[config.mk]
export PLATFORM = sky130hd
export DESIGN_NAME = multiword_mod_by_word_top
export DESIGN_NICKNAME = d
export VERILOG_FILES = /design/src/mmw_pkg.sv /design/src/mmw_apb.sv /design/src/mmw_dp.sv /design/src/mmw_ctrl.sv /design/src/multiword_mod_by_word_top.sv
export SDC_FILE = /design/constraint.sdc
export NUM_CORES = 1
export LEC_CHECK = 0
export ABC_CLOCK_PERIOD_IN_PS = 4970
export BUFFER_PORTS_ARGS = -buffer_cell sky130_fd_sc_hd__clkbuf_2
export CAP_MARGIN = 20
export CORE_MARGIN = 5
export CORE_UTILIZATION = 57
export DETAILED_ROUTE_END_ITERATION = 10
export PLACE_DENSITY = 0.9
export REMOVE_ABC_BUFFERS = 1
export SLEW_MARGIN = 20
export SYNTH_ARGS = -nofsm -noshare
export SYNTH_HDL_FRONTEND = slang
export SYNTH_HIERARCHICAL = 1
export SYNTH_SLANG_ARGS = --single-unit
export TNS_END_PERCENT = 1
[constraint.sdc]
create_clock -name clk -period 4.97 [get_ports clk]
set_clock_uncertainty 0.2 [all_clocks]
set_input_delay 0.994 -clock clk [delete_from_list [all_inputs] [get_ports clk]]
set_output_delay 0.994 -clock clk [all_outputs]
set_load 0.01 [all_outputs]
[src/mmw_pkg.sv]
`default_nettype none

package mmw_pkg;

    localparam int LIMB_W = 64;
    localparam int CNT_W  = $clog2(LIMB_W);
    localparam int ADDR_W = 4;
    localparam int DATA_W = 64;

    localparam logic [CNT_W-1:0] CNT_MAX = CNT_W'(LIMB_W - 1);

    localparam logic REG_DIVISOR = 1'b0;

    typedef struct packed {
        logic [LIMB_W-1:0] limb;
        logic              first_limb;
        logic              last_limb;
    } in_t;

    typedef struct packed {
        logic [LIMB_W-1:0] remainder;
        logic              divides_evenly;
    } out_t;

    typedef enum logic [1:0] {
        ST_IDLE,
        ST_PRE,
        ST_RUN,
        ST_DONE
    } state_t;

    typedef struct packed {
        logic load_limb;
        logic clear_acc;
        logic load_pre;
        logic step;
        logic out_load;
    } ctl_t;

endpackage

`default_nettype wire

[src/mmw_apb.sv]
`default_nettype none

module mmw_apb (
    input  wire logic                      clk,
    input  wire logic                      rst_n,
    input  wire logic                      psel,
    input  wire logic                      penable,
    input  wire logic                      pwrite,
    input  wire logic [mmw_pkg::ADDR_W-1:0] paddr,
    input  wire logic [mmw_pkg::DATA_W-1:0] pwdata,
    output logic      [mmw_pkg::DATA_W-1:0] prdata,
    output logic                           pready,
    output logic      [mmw_pkg::LIMB_W-1:0] divisor,
    output logic                           div_wr
);
    import mmw_pkg::*;

    logic [LIMB_W-1:0] divisor_reg;
    logic [LIMB_W-1:0] divisor_next;
    logic              reg_sel;
    logic              wr_xfer;

    // register index is the 8-byte word number
    assign reg_sel = paddr[ADDR_W-1];
    assign wr_xfer = psel && penable && pwrite && pready;
    assign div_wr  = wr_xfer && (reg_sel == REG_DIVISOR) && (pwdata != '0);

    always_comb
    begin
        divisor_next = divisor_reg;
        if (div_wr)
        begin
            divisor_next = pwdata[LIMB_W-1:0];
        end
    end

    always_ff @(posedge clk or negedge rst_n)
    begin
        if (!rst_n)
        begin
            divisor_reg <= LIMB_W'(1);
        end
        else
        begin
            divisor_reg <= divisor_next;
        end
    end

    assign pready  = 1'b1;
    assign divisor = divisor_reg;
    assign prdata  = (reg_sel == REG_DIVISOR) ? DATA_W'(divisor_reg) : '0;

`ifndef SYNTHESIS
    a_div_nonzero: assert property (@(posedge clk) disable iff (!rst_n)
        divisor_reg != '0)
        else $error("divisor register holds zero");

    a_zero_write_ignored: assert property (@(posedge clk) disable iff (!rst_n)
        (wr_xfer && pwdata == '0) |=> $stable(divisor_reg))
        else $error("zero write changed divisor");

    a_wr_takes: assert property (@(posedge clk) disable iff (!rst_n)
        div_wr |=> (divisor_reg == $past(pwdata[LIMB_W-1:0])))
        else $error("divisor write lost");
`endif

endmodule

`default_nettype wire

[src/mmw_dp.sv]
`default_nettype none

module mmw_dp (
    input  wire logic                      clk,
    input  wire logic                      rst_n,
    input  wire mmw_pkg::ctl_t             ctl,
    input  wire logic [mmw_pkg::LIMB_W-1:0] limb,
    input  wire logic [mmw_pkg::LIMB_W-1:0] divisor,
    output mmw_pkg::out_t                  out_data
);
    import mmw_pkg::*;

    logic [LIMB_W-1:0] src_reg;
    logic [LIMB_W-1:0] src_next;
    logic [LIMB_W-1:0] acc_reg;
    logic [LIMB_W-1:0] acc_next;
    out_t              out_reg;
    out_t              out_next;
    logic [LIMB_W-1:0] shifted;
    logic              carry;
    logic              take;

    // one restoring step: shift in the next dividend bit, subtract if it fits
    assign carry   = acc_reg[LIMB_W-1];
    assign shifted = {acc_reg[LIMB_W-2:0], src_reg[LIMB_W-1]};
    assign take    = carry || (shifted >= divisor);

    always_comb
    begin
        src_next = src_reg;
        acc_next = acc_reg;
        priority if (ctl.load_pre)
        begin
            // reduce the held remainder under a new divisor
            src_next = acc_reg;
            acc_next = '0;
        end
        else if (ctl.load_limb)
        begin
            src_next = limb;
            if (ctl.clear_acc)
            begin
                acc_next = '0;
            end
        end
        else if (ctl.step)
        begin
            src_next = {src_reg[LIMB_W-2:0], 1'b0};
            acc_next = take ? (shifted - divisor) : shifted;
        end
    end

    always_comb
    begin
        out_next = out_reg;
        if (ctl.out_load)
        begin
            out_next.remainder      = acc_reg;
            out_next.divides_evenly = (acc_reg == '0);
        end
    end

    always_ff @(posedge clk or negedge rst_n)
    begin
        if (!rst_n)
        begin
            acc_reg <= '0;
        end
        else
        begin
            acc_reg <= acc_next;
        end
    end

    always_ff @(posedge clk)
    begin
        src_reg <= src_next;
        out_reg <= out_next;
    end

    assign out_data = out_reg;

`ifndef SYNTHESIS
    a_result_below_divisor: assert property (@(posedge clk) disable iff (!rst_n)
        ctl.out_load |-> (acc_reg < divisor))
        else $error("remainder not below divisor");

    a_step_keeps_bound: assert property (@(posedge clk) disable iff (!rst_n)
        (ctl.step && acc_reg < divisor) |=> (acc_reg < divisor))
        else $error("reduction step left remainder out of range");

    a_flag_matches: assert property (@(posedge clk) disable iff (!rst_n)
        ctl.out_load |=> (out_reg.divides_evenly == (out_reg.remainder == '0)))
        else $error("divides_evenly disagrees with remainder");
`endif

endmodule

`default_nettype wire

[src/mmw_ctrl.sv]
`default_nettype none

module mmw_ctrl (
    input  wire logic           clk,
    input  wire logic           rst_n,
    input  wire logic           in_valid,
    input  wire logic           first_limb,
    input  wire logic           last_limb,
    output logic                in_ready,
    output logic                out_valid,
    input  wire logic           out_ready,
    input  wire logic           div_wr,
    output mmw_pkg::ctl_t       ctl
);
    import mmw_pkg::*;

    state_t           state_reg;
    state_t           state_next;
    logic [CNT_W-1:0] cnt_reg;
    logic [CNT_W-1:0] cnt_next;
    logic             last_reg;
    logic             last_next;
    logic             rem_ok_reg;
    logic             rem_ok_next;
    logic             out_valid_reg;
    logic             out_valid_next;
    logic             in_xfer;
    logic             slot_free;
    logic             cnt_done;

    assign in_xfer   = in_valid && in_ready;
    assign slot_free = !out_valid_reg || out_ready;
    assign cnt_done  = (cnt_reg == '0);

    // next state
    always_comb
    begin
        state_next = state_reg;
        unique case (state_reg)
            ST_IDLE:
            begin
                if (in_valid)
                begin
                    state_next = rem_ok_reg ? ST_RUN : ST_PRE;
                end
            end
            ST_PRE:
            begin
                if (cnt_done)
                begin
                    state_next = ST_IDLE;
                end
            end
            ST_RUN:
            begin
                if (cnt_done)
                begin
                    state_next = last_reg ? ST_DONE : ST_IDLE;
                end
            end
            ST_DONE:
            begin
                if (slot_free)
                begin
                    state_next = ST_IDLE;
                end
            end
            default:
            begin
                state_next = ST_IDLE;
            end
        endcase
    end

    // outputs
    always_comb
    begin
        in_ready      = 1'b0;
        ctl.load_limb = 1'b0;
        ctl.clear_acc = 1'b0;
        ctl.load_pre  = 1'b0;
        ctl.step      = 1'b0;
        ctl.out_load  = 1'b0;
        unique case (state_reg)
            ST_IDLE:
            begin
                in_ready      = rem_ok_reg;
                ctl.load_limb = in_valid && rem_ok_reg;
                ctl.clear_acc = in_valid && rem_ok_reg && first_limb;
                ctl.load_pre  = in_valid && !rem_ok_reg;
            end
            ST_PRE, ST_RUN:
            begin
                ctl.step = 1'b1;
            end
            ST_DONE:
            begin
                ctl.out_load = slot_free;
            end
            default:
            begin
                in_ready = 1'b0;
            end
        endcase
    end

    always_comb
    begin
        cnt_next = cnt_reg;
        if (ctl.load_pre || ctl.load_limb)
        begin
            cnt_next = CNT_MAX;
        end
        else if (ctl.step && !cnt_done)
        begin
            cnt_next = cnt_reg - CNT_W'(1);
        end
    end

    always_comb
    begin
        last_next = last_reg;
        if (in_xfer)
        begin
            last_next = last_limb;
        end
    end

    // held remainder is below divisor unless the divisor was rewritten
    always_comb
    begin
        rem_ok_next = rem_ok_reg;
        priority if (div_wr)
        begin
            rem_ok_next = 1'b0;
        end
        else if (state_reg == ST_PRE && cnt_done)
        begin
            rem_ok_next = 1'b1;
        end
    end

    always_comb
    begin
        out_valid_next = out_valid_reg;
        priority if (ctl.out_load)
        begin
            out_valid_next = 1'b1;
        end
        else if (out_ready)
        begin
            out_valid_next = 1'b0;
        end
    end

    always_ff @(posedge clk or negedge rst_n)
    begin
        if (!rst_n)
        begin
            state_reg     <= ST_IDLE;
            cnt_reg       <= '0;
            last_reg      <= 1'b0;
            rem_ok_reg    <= 1'b1;
            out_valid_reg <= 1'b0;
        end
        else
        begin
            state_reg     <= state_next;
            cnt_reg       <= cnt_next;
            last_reg      <= last_next;
            rem_ok_reg    <= rem_ok_next;
            out_valid_reg <= out_valid_next;
        end
    end

    assign out_valid = out_valid_reg;

`ifndef SYNTHESIS
    a_xfer_starts_run: assert property (@(posedge clk) disable iff (!rst_n)
        in_xfer |=> (state_reg == ST_RUN && cnt_reg == CNT_MAX))
        else $error("accepted limb did not start reduction");

    a_run_on_reduced: assert property (@(posedge clk) disable iff (!rst_n)
        in_xfer |-> rem_ok_reg)
        else $error("limb accepted over an unreduced remainder");

    a_pre_sets_ok: assert property (@(posedge clk) disable iff (!rst_n)
        (state_reg == ST_PRE && cnt_done && !div_wr) |=> rem_ok_reg)
        else $error("pre-pass did not mark remainder reduced");

    a_load_into_free_slot: assert property (@(posedge clk) disable iff (!rst_n)
        ctl.out_load |=> (out_valid_reg && state_reg == ST_IDLE))
        else $error("result load lost");
`endif

endmodule

`default_nettype wire

[src/multiword_mod_by_word_top.sv]
// multiword_mod_by_word_top: remainder of a multi-limb unsigned number by a 64-bit word
//
// input channel (in_valid/in_ready/in_data): one 64-bit limb per transfer, most
// significant first; first_limb restarts the number, last_limb asks for a result
// output channel (out_valid/out_ready/out_data): one transfer per last limb with
// the remainder and a divides_evenly flag
// apb port: divisor at address 0, 64-bit data, zero writes are ignored
//
// each limb is shifted bit by bit through the bit-serial restoring reducer, and the
// controller returns to idle before it takes the next limb; a last limb first passes
// through a done state that loads the output register, waiting there while the
// output slot is still full. after a divisor write the held remainder is reduced by
// one extra pass that delays the next limb.
// a finished result sits in an output register; the next limb is accepted
// while it waits, and only the next result waits for out_ready.
// reset: divisor 1, running remainder 0, both channels empty
`default_nettype none

module multiword_mod_by_word_top (
    input  wire logic                      clk,
    input  wire logic                      rst_n,
    input  wire logic                      in_valid,
    output logic                           in_ready,
    input  wire mmw_pkg::in_t              in_data,
    output logic                           out_valid,
    input  wire logic                      out_ready,
    output mmw_pkg::out_t                  out_data,
    input  wire logic                      psel,
    input  wire logic                      penable,
    input  wire logic                      pwrite,
    input  wire logic [mmw_pkg::ADDR_W-1:0] paddr,
    input  wire logic [mmw_pkg::DATA_W-1:0] pwdata,
    output logic      [mmw_pkg::DATA_W-1:0] prdata,
    output logic                           pready
);
    import mmw_pkg::*;

    logic [LIMB_W-1:0] divisor;
    logic              div_wr;
    ctl_t              ctl;

    mmw_apb u_apb (
        .clk     (clk),
        .rst_n   (rst_n),
        .psel    (psel),
        .penable (penable),
        .pwrite  (pwrite),
        .paddr   (paddr),
        .pwdata  (pwdata),
        .prdata  (prdata),
        .pready  (pready),
        .divisor (divisor),
        .div_wr  (div_wr)
    );

    mmw_dp u_dp (
        .clk      (clk),
        .rst_n    (rst_n),
        .ctl      (ctl),
        .limb     (in_data.limb),
        .divisor  (divisor),
        .out_data (out_data)
    );

    mmw_ctrl u_ctrl (
        .clk        (clk),
        .rst_n      (rst_n),
        .in_valid   (in_valid),
        .first_limb (in_data.first_limb),
        .last_limb  (in_data.last_limb),
        .in_ready   (in_ready),
        .out_valid  (out_valid),
        .out_ready  (out_ready),
        .div_wr     (div_wr),
        .ctl        (ctl)
    );

endmodule

`default_nettype wire
After elaboration in Yosys (flattened, before gate mapping)
Cells that the tools add are included.
{"block": "word_totals", "ff_bits": 268, "in_bits": 141, "wordCells": 75}
{"block": "op_classes", "n_addsub": 2, "n_lt_le_gt_ge": 1, "eq_ne": 8, "muxes": 26, "bitwise_logic": 1, "reduce_logical": 27}
{"operator": "$mux 64", "n": 9}
{"operator": "$ge 64x64->1", "n": 1}
{"operator": "$logic_not 64->1", "n": 1}
{"operator": "$reduce_bool 64->1", "n": 1}
{"operator": "$sub 64x64->64", "n": 1}
{"operator": "$mux 2", "n": 6}
{"operator": "$mux 6", "n": 2}
{"operator": "$logic_and 1x1->1", "n": 10}
{"operator": "$pmux 2 s4", "n": 1}
{"operator": "$mux 1", "n": 7}
{"operator": "$logic_not 6->1", "n": 1}
{"operator": "$ne 2x1->1 const B", "n": 3}
{"operator": "$reduce_bool 2->1", "n": 3}
{"operator": "$sub 6x1->6 const B", "n": 1}
{"operator": "$eq 2x2->1 const B", "n": 2}
{"operator": "$reduce_and 4->1", "n": 1}
{"operator": "$logic_not 1->1", "n": 3}
{"operator": "$logic_or 1x1->1", "n": 3}
{"operator": "$mux 3", "n": 1}
{"operator": "$ne 3x3->1 const B", "n": 1}
{"operator": "$reduce_bool 3->1", "n": 1}
{"operator": "$eq 2x1->1 const B", "n": 1}
{"operator": "$logic_not 2->1", "n": 1}
{"operator": "$ne 2x2->1 const B", "n": 1}
{"operator": "3 further kinds", "n": 3}

Logic depth before layout (Yosys ltp)
{"block": "logic_depth", "depth_word": 6, "ltp_mapped": 17, "mapped_depth_nobuf": 15}

By module
The synthesis kept the hierarchy.
{"mod": "mmw_dp", "instances": 1, "cells_each": 1294, "area_per_inst_um2": 12082.8, "seq_area_each_um2": 5475.3}
{"mod": "mmw_apb", "instances": 1, "cells_each": 231, "area_per_inst_um2": 3156.8, "seq_area_each_um2": 1602.8}
{"mod": "mmw_ctrl", "instances": 1, "cells_each": 65, "area_per_inst_um2": 656.9, "seq_area_each_um2": 276.5}

Worst setup path after synthesis
OpenSTA, ideal clock, no wires.
{"block": "synth_timing", "kind": "input port to flip-flop", "start": "input in_valid", "end": "register u_dp.src_reg[0], enable pin", "setup_time_ps": 424, "t_arrival_ps": 3283, "t_required_ps": 4346, "path_slack_ps": 1062, "stages": 5, "path_cell_list": "nand2_1 -> nor2_1 -> clkbuf_1 -> clkbuf_1 -> or3_1"}
{"element": "start, declared", "line": "multiword_mod_by_word_top.sv:22", "source": "input wire logic in_valid,"}
{"element": "end signal, assigned", "line": "mmw_dp.sv:77", "source": "src_reg <= src_next;"}
{"element": "end, declared", "line": "mmw_dp.sv:13", "source": "logic [LIMB_W-1:0] src_reg;"}

Final worst setup path
{"block": "layout_timing", "start": "register u_dp.acc_reg[38]", "end": "register u_dp.acc_reg[26]"}
{"block": "layout_between", "elab_chain_cells": 6}
{"element": "start, declared", "line": "mmw_dp.sv:15", "source": "logic [LIMB_W-1:0] acc_reg;"}
{"element": "start signal, assigned", "line": "mmw_dp.sv:71", "source": "acc_reg <= acc_next;"}
{"element": "$ge 64x64->1", "line": "mmw_dp.sv:26", "source": "assign take = carry || (shifted >= divisor);"}
{"element": "$logic_or 1x1->1", "line": "mmw_dp.sv:26"}
{"element": "$mux 64", "line": "mmw_dp.sv:49", "source": "acc_next = take ? (shifted - divisor) : shifted;"}
{"element": "$mux 64", "line": "mmw_dp.sv:46", "source": "else if (ctl.step)"}
{"element": "$mux 64", "line": "mmw_dp.sv:38", "source": "else if (ctl.load_limb)"}
{"element": "$mux 64", "line": "mmw_dp.sv:32", "source": "priority if (ctl.load_pre)"}
No other way between the ends. The select of a mux whose other input is x is not followed.
A chain may end at the register's enable or synchronous reset.

==> out/metrics.cfg <==
[sta]
finalHoldViolations = 0
relSlewSlack_pct = 26.7
finalCriticalPeriod_ns = 4.36
maxSlewViolCount = 0
min_period_over_period_pct = 87.8
finalSetupViolations = 0
finalSetupTns_ns = 0
worst_slew_pin_slew_ns = 1.10
finalWorstSetupSlack_ns = 0.605
max_freq_mhz = 229
holdWs_ns = 0.254
rsz0062_at_grt = no

[yosys]
synth-main-ff-cell = dfrtp_1
yosysSeqAreaShare_pct = 46.3
synth-edff-count = 129
yosys_warnings = 6
netlist_area_um2 = 15900
ys_ff_latch = 268
ys_types = 69
syn_area_per_cell_um2 = 10.0
synthArstFlopShare_pct = 51.9
synthCells = 1590

[finish]
fin_cells = 2221
multi_input_area_um2 = 7830
nets = 2034
area_growth_pct = 16.4
fillers = 2149
diodes = 0
drive_gt1_share_pct = 22.6
largest_reg_flops = 65
regArea_um2 = 7350

[routing]
met3WireLength_um = 4660
wl_um = 44700
routed-wl-met2_um = 19500
wl_per_cell_um = 20.1
drtAntennaViolNets = 0
drt-vias-per-instance = 5.98
vias = 13274
dr.first_iter.drc_count = 1362
drc = 0
wl_met1_um = 19600
firstDrtPassIters = 6
top_layer = met4

[global_route]
grt_max_degree = 95
track_usage_pct = 27.9
grt_first_pass_wirelength_um = 69900
antenna_found_initial = 0
overflow = 0
grt_pass1_vias = 12749

[clock_network]
cts_htree_levels = 1
cts_sinks = 268
clk_pin_slew_worst_paths_ns = 0.06
clock_latency_ns = 0.55
clockBufferDepth = 3
clockRootBuffer = clkbuf_16
post_cts_buffers = 0
cts_made_buffers = 28
ctsResizeCount = 0
tritoncts = done
cts_hold_repair.buffers = 0

[pwr]
total_power_mw = 11.4
power.density_nw_per_um2 = 617
power_leakage_nw = 7.82
irDropWorstVdd_mv = 0.431

[floorplan]
fp.dieH_um = 177
rows = 61
dieArea_um2 = 31300
die_x_um = 177
core_area_um2 = 27600
io_pins = 273
initial_utilization_pct = 57.5

[worst_setup_path]
slowest_stage = a2111oi_0
path_cells = ha_1 > a21oi_1 > o21ai_1 > a221oi_1 > o21ai_0 > a31oi_1 > nand2b_1 > a2111oi_0 > o31a_2 > buf_12 > buf_12 > nor2_1 > a21oi_1 > o21ai_0
cp.required_ns = 5.17
start_kind = flop
endpoint_kind = flop
crit_fanout = 40
critical_path_class = flop to flop
cp.arrival_ns = 4.56
critical_path.max_stage_delay_ns = 0.67

[status]
status = complete, no violations

[placed_design]
gp_congestion = 0.968
dp_slack_ns = 0.680
dp.cells = 2169
portBuffers = 268
dp_hpwl_um = 33800

[flow_run]
max-cap-violations = 0

[min_path]
worstHoldPathType = input pin to asynchronous set/reset pin

## synth_stat cells, drive strengths merged, types with 21 or more instances
cell type | instances | share of area [%]
a21o | 27 | 1.3
a21oi | 126 | 4.0
buf | 24 | 1.1
clkbuf | 61 | 1.4
dfrtp | 137 | 22
edfxtp | 129 | 24
ha | 71 | 5.6
inv | 93 | 2.2
mux2 | 66 | 5.8
mux2i | 74 | 4.7
nand2 | 166 | 3.9
nand4 | 35 | 1.4
nor2 | 80 | 1.9
nor2b | 70 | 2.8
nor4 | 39 | 1.6
o21ai | 167 | 5.3
o21bai | 21 | 0.99
xnor2 | 38 | 2.1
xor2 | 23 | 1.3
## power by group
part	total (mW)	switching (mW)	leakage, nW	internal (mW)
logic	5.62	3.29	4.39	2.33
registers	3.63	0.789	2.97	2.84
clock network	2.16	0.879	0.466	1.28
total	11.4	4.96	7.82	6.45
## per-layer routing
| layer | vias to the layer above | GRT usage [%] |
|---|---|---|
| li1 | 6224 | - |
| met1 | 6254 | 43.0 |
| met2 | 722 | 41.8 |
| met3 | 74 | 4.36 |
| met4 | 0 | 6.35 |
| met5 | - | 0 |
## critical path, delay by kind of cell (launching register included)
| kind | cells | cell delay (ns) |
|---|---|---|
| compound gates | 9 | 2.40 |
| fa+ha+maj | 1 | 0.43 |
| buf+inv | 2 | 0.45 |
| flops | 1 | 0.51 |
| simple gates | 2 | 0.21 |
## final cells by class
type | count | area share, %
timing repair buffer | 286 | 8.28
tap | 378 | 2.56
inverter | 93 | 1.89
multi-input combinational | 1144 | 42.3
sequential | 268 | 39.7
clock buffer | 37 | 4.27
clock inverter | 15 | 0.953
## final timing paths
kind | start | end | slack, ns | cells after the start
max | u_dp/acc_reg[38] | u_dp/acc_reg[26] | 0.61 | 14
min | rst_n | u_ctrl/out_valid | 0.25 | 1
max reg2reg | u_dp/acc_reg[38] | u_dp/acc_reg[26] | 0.61 | 14
min reg2reg | u_ctrl/cnt_reg[1] | u_ctrl/cnt_reg[1] | 0.31 | 2
max in group asynchronous | rst_n | u_apb/divisor[0] | 3.45 | 2
min in group clk | u_ctrl/cnt_reg[1] | u_ctrl/cnt_reg[1] | 0.31 | 2
## placed cells by master (no fill, tap or decap), drive strengths merged, types with 6 or more instances in the layout
cell      n
clkinv    6
a21o     27
and2      8
nor4     39
nor3     14
xnor2    38
ha       71
nor2b    70
a211oi    6
inv      95
nand2   166
mux2     66
or4       6
nor2     80
xor2     23
a22oi     7
buf      19
o21bai   21
clkbuf  304
o211ai    7
dfrtp   137
a32oi    10
a31oi     6
nand3    10
edfxtp  129
o21ai   167
nand2b    9
nand4    35
mux2i    74
o31ai     7
a21oi   126
## metrics by stage
step / cell area, um2 / util [%]
floorplan: 15500 / -
global placement: 17500 / 63.5
detailed placement: 17500 / 63.5
CTS: 18500 / 67.0
global route: 18500 / 67.0
finish: 18500 / 67.0
## cell families after synthesis
logic type | share of synthesized area, %
mux | 10.5
fa+ha+maj | 5.71
xor+xnor | 3.36
compound gates | 15.6
buf+inv | 4.72
simple gates | 13.8
flops | 46.3
other cells | 0.0236
Note: power is estimated with default switching activity, not from simulation.
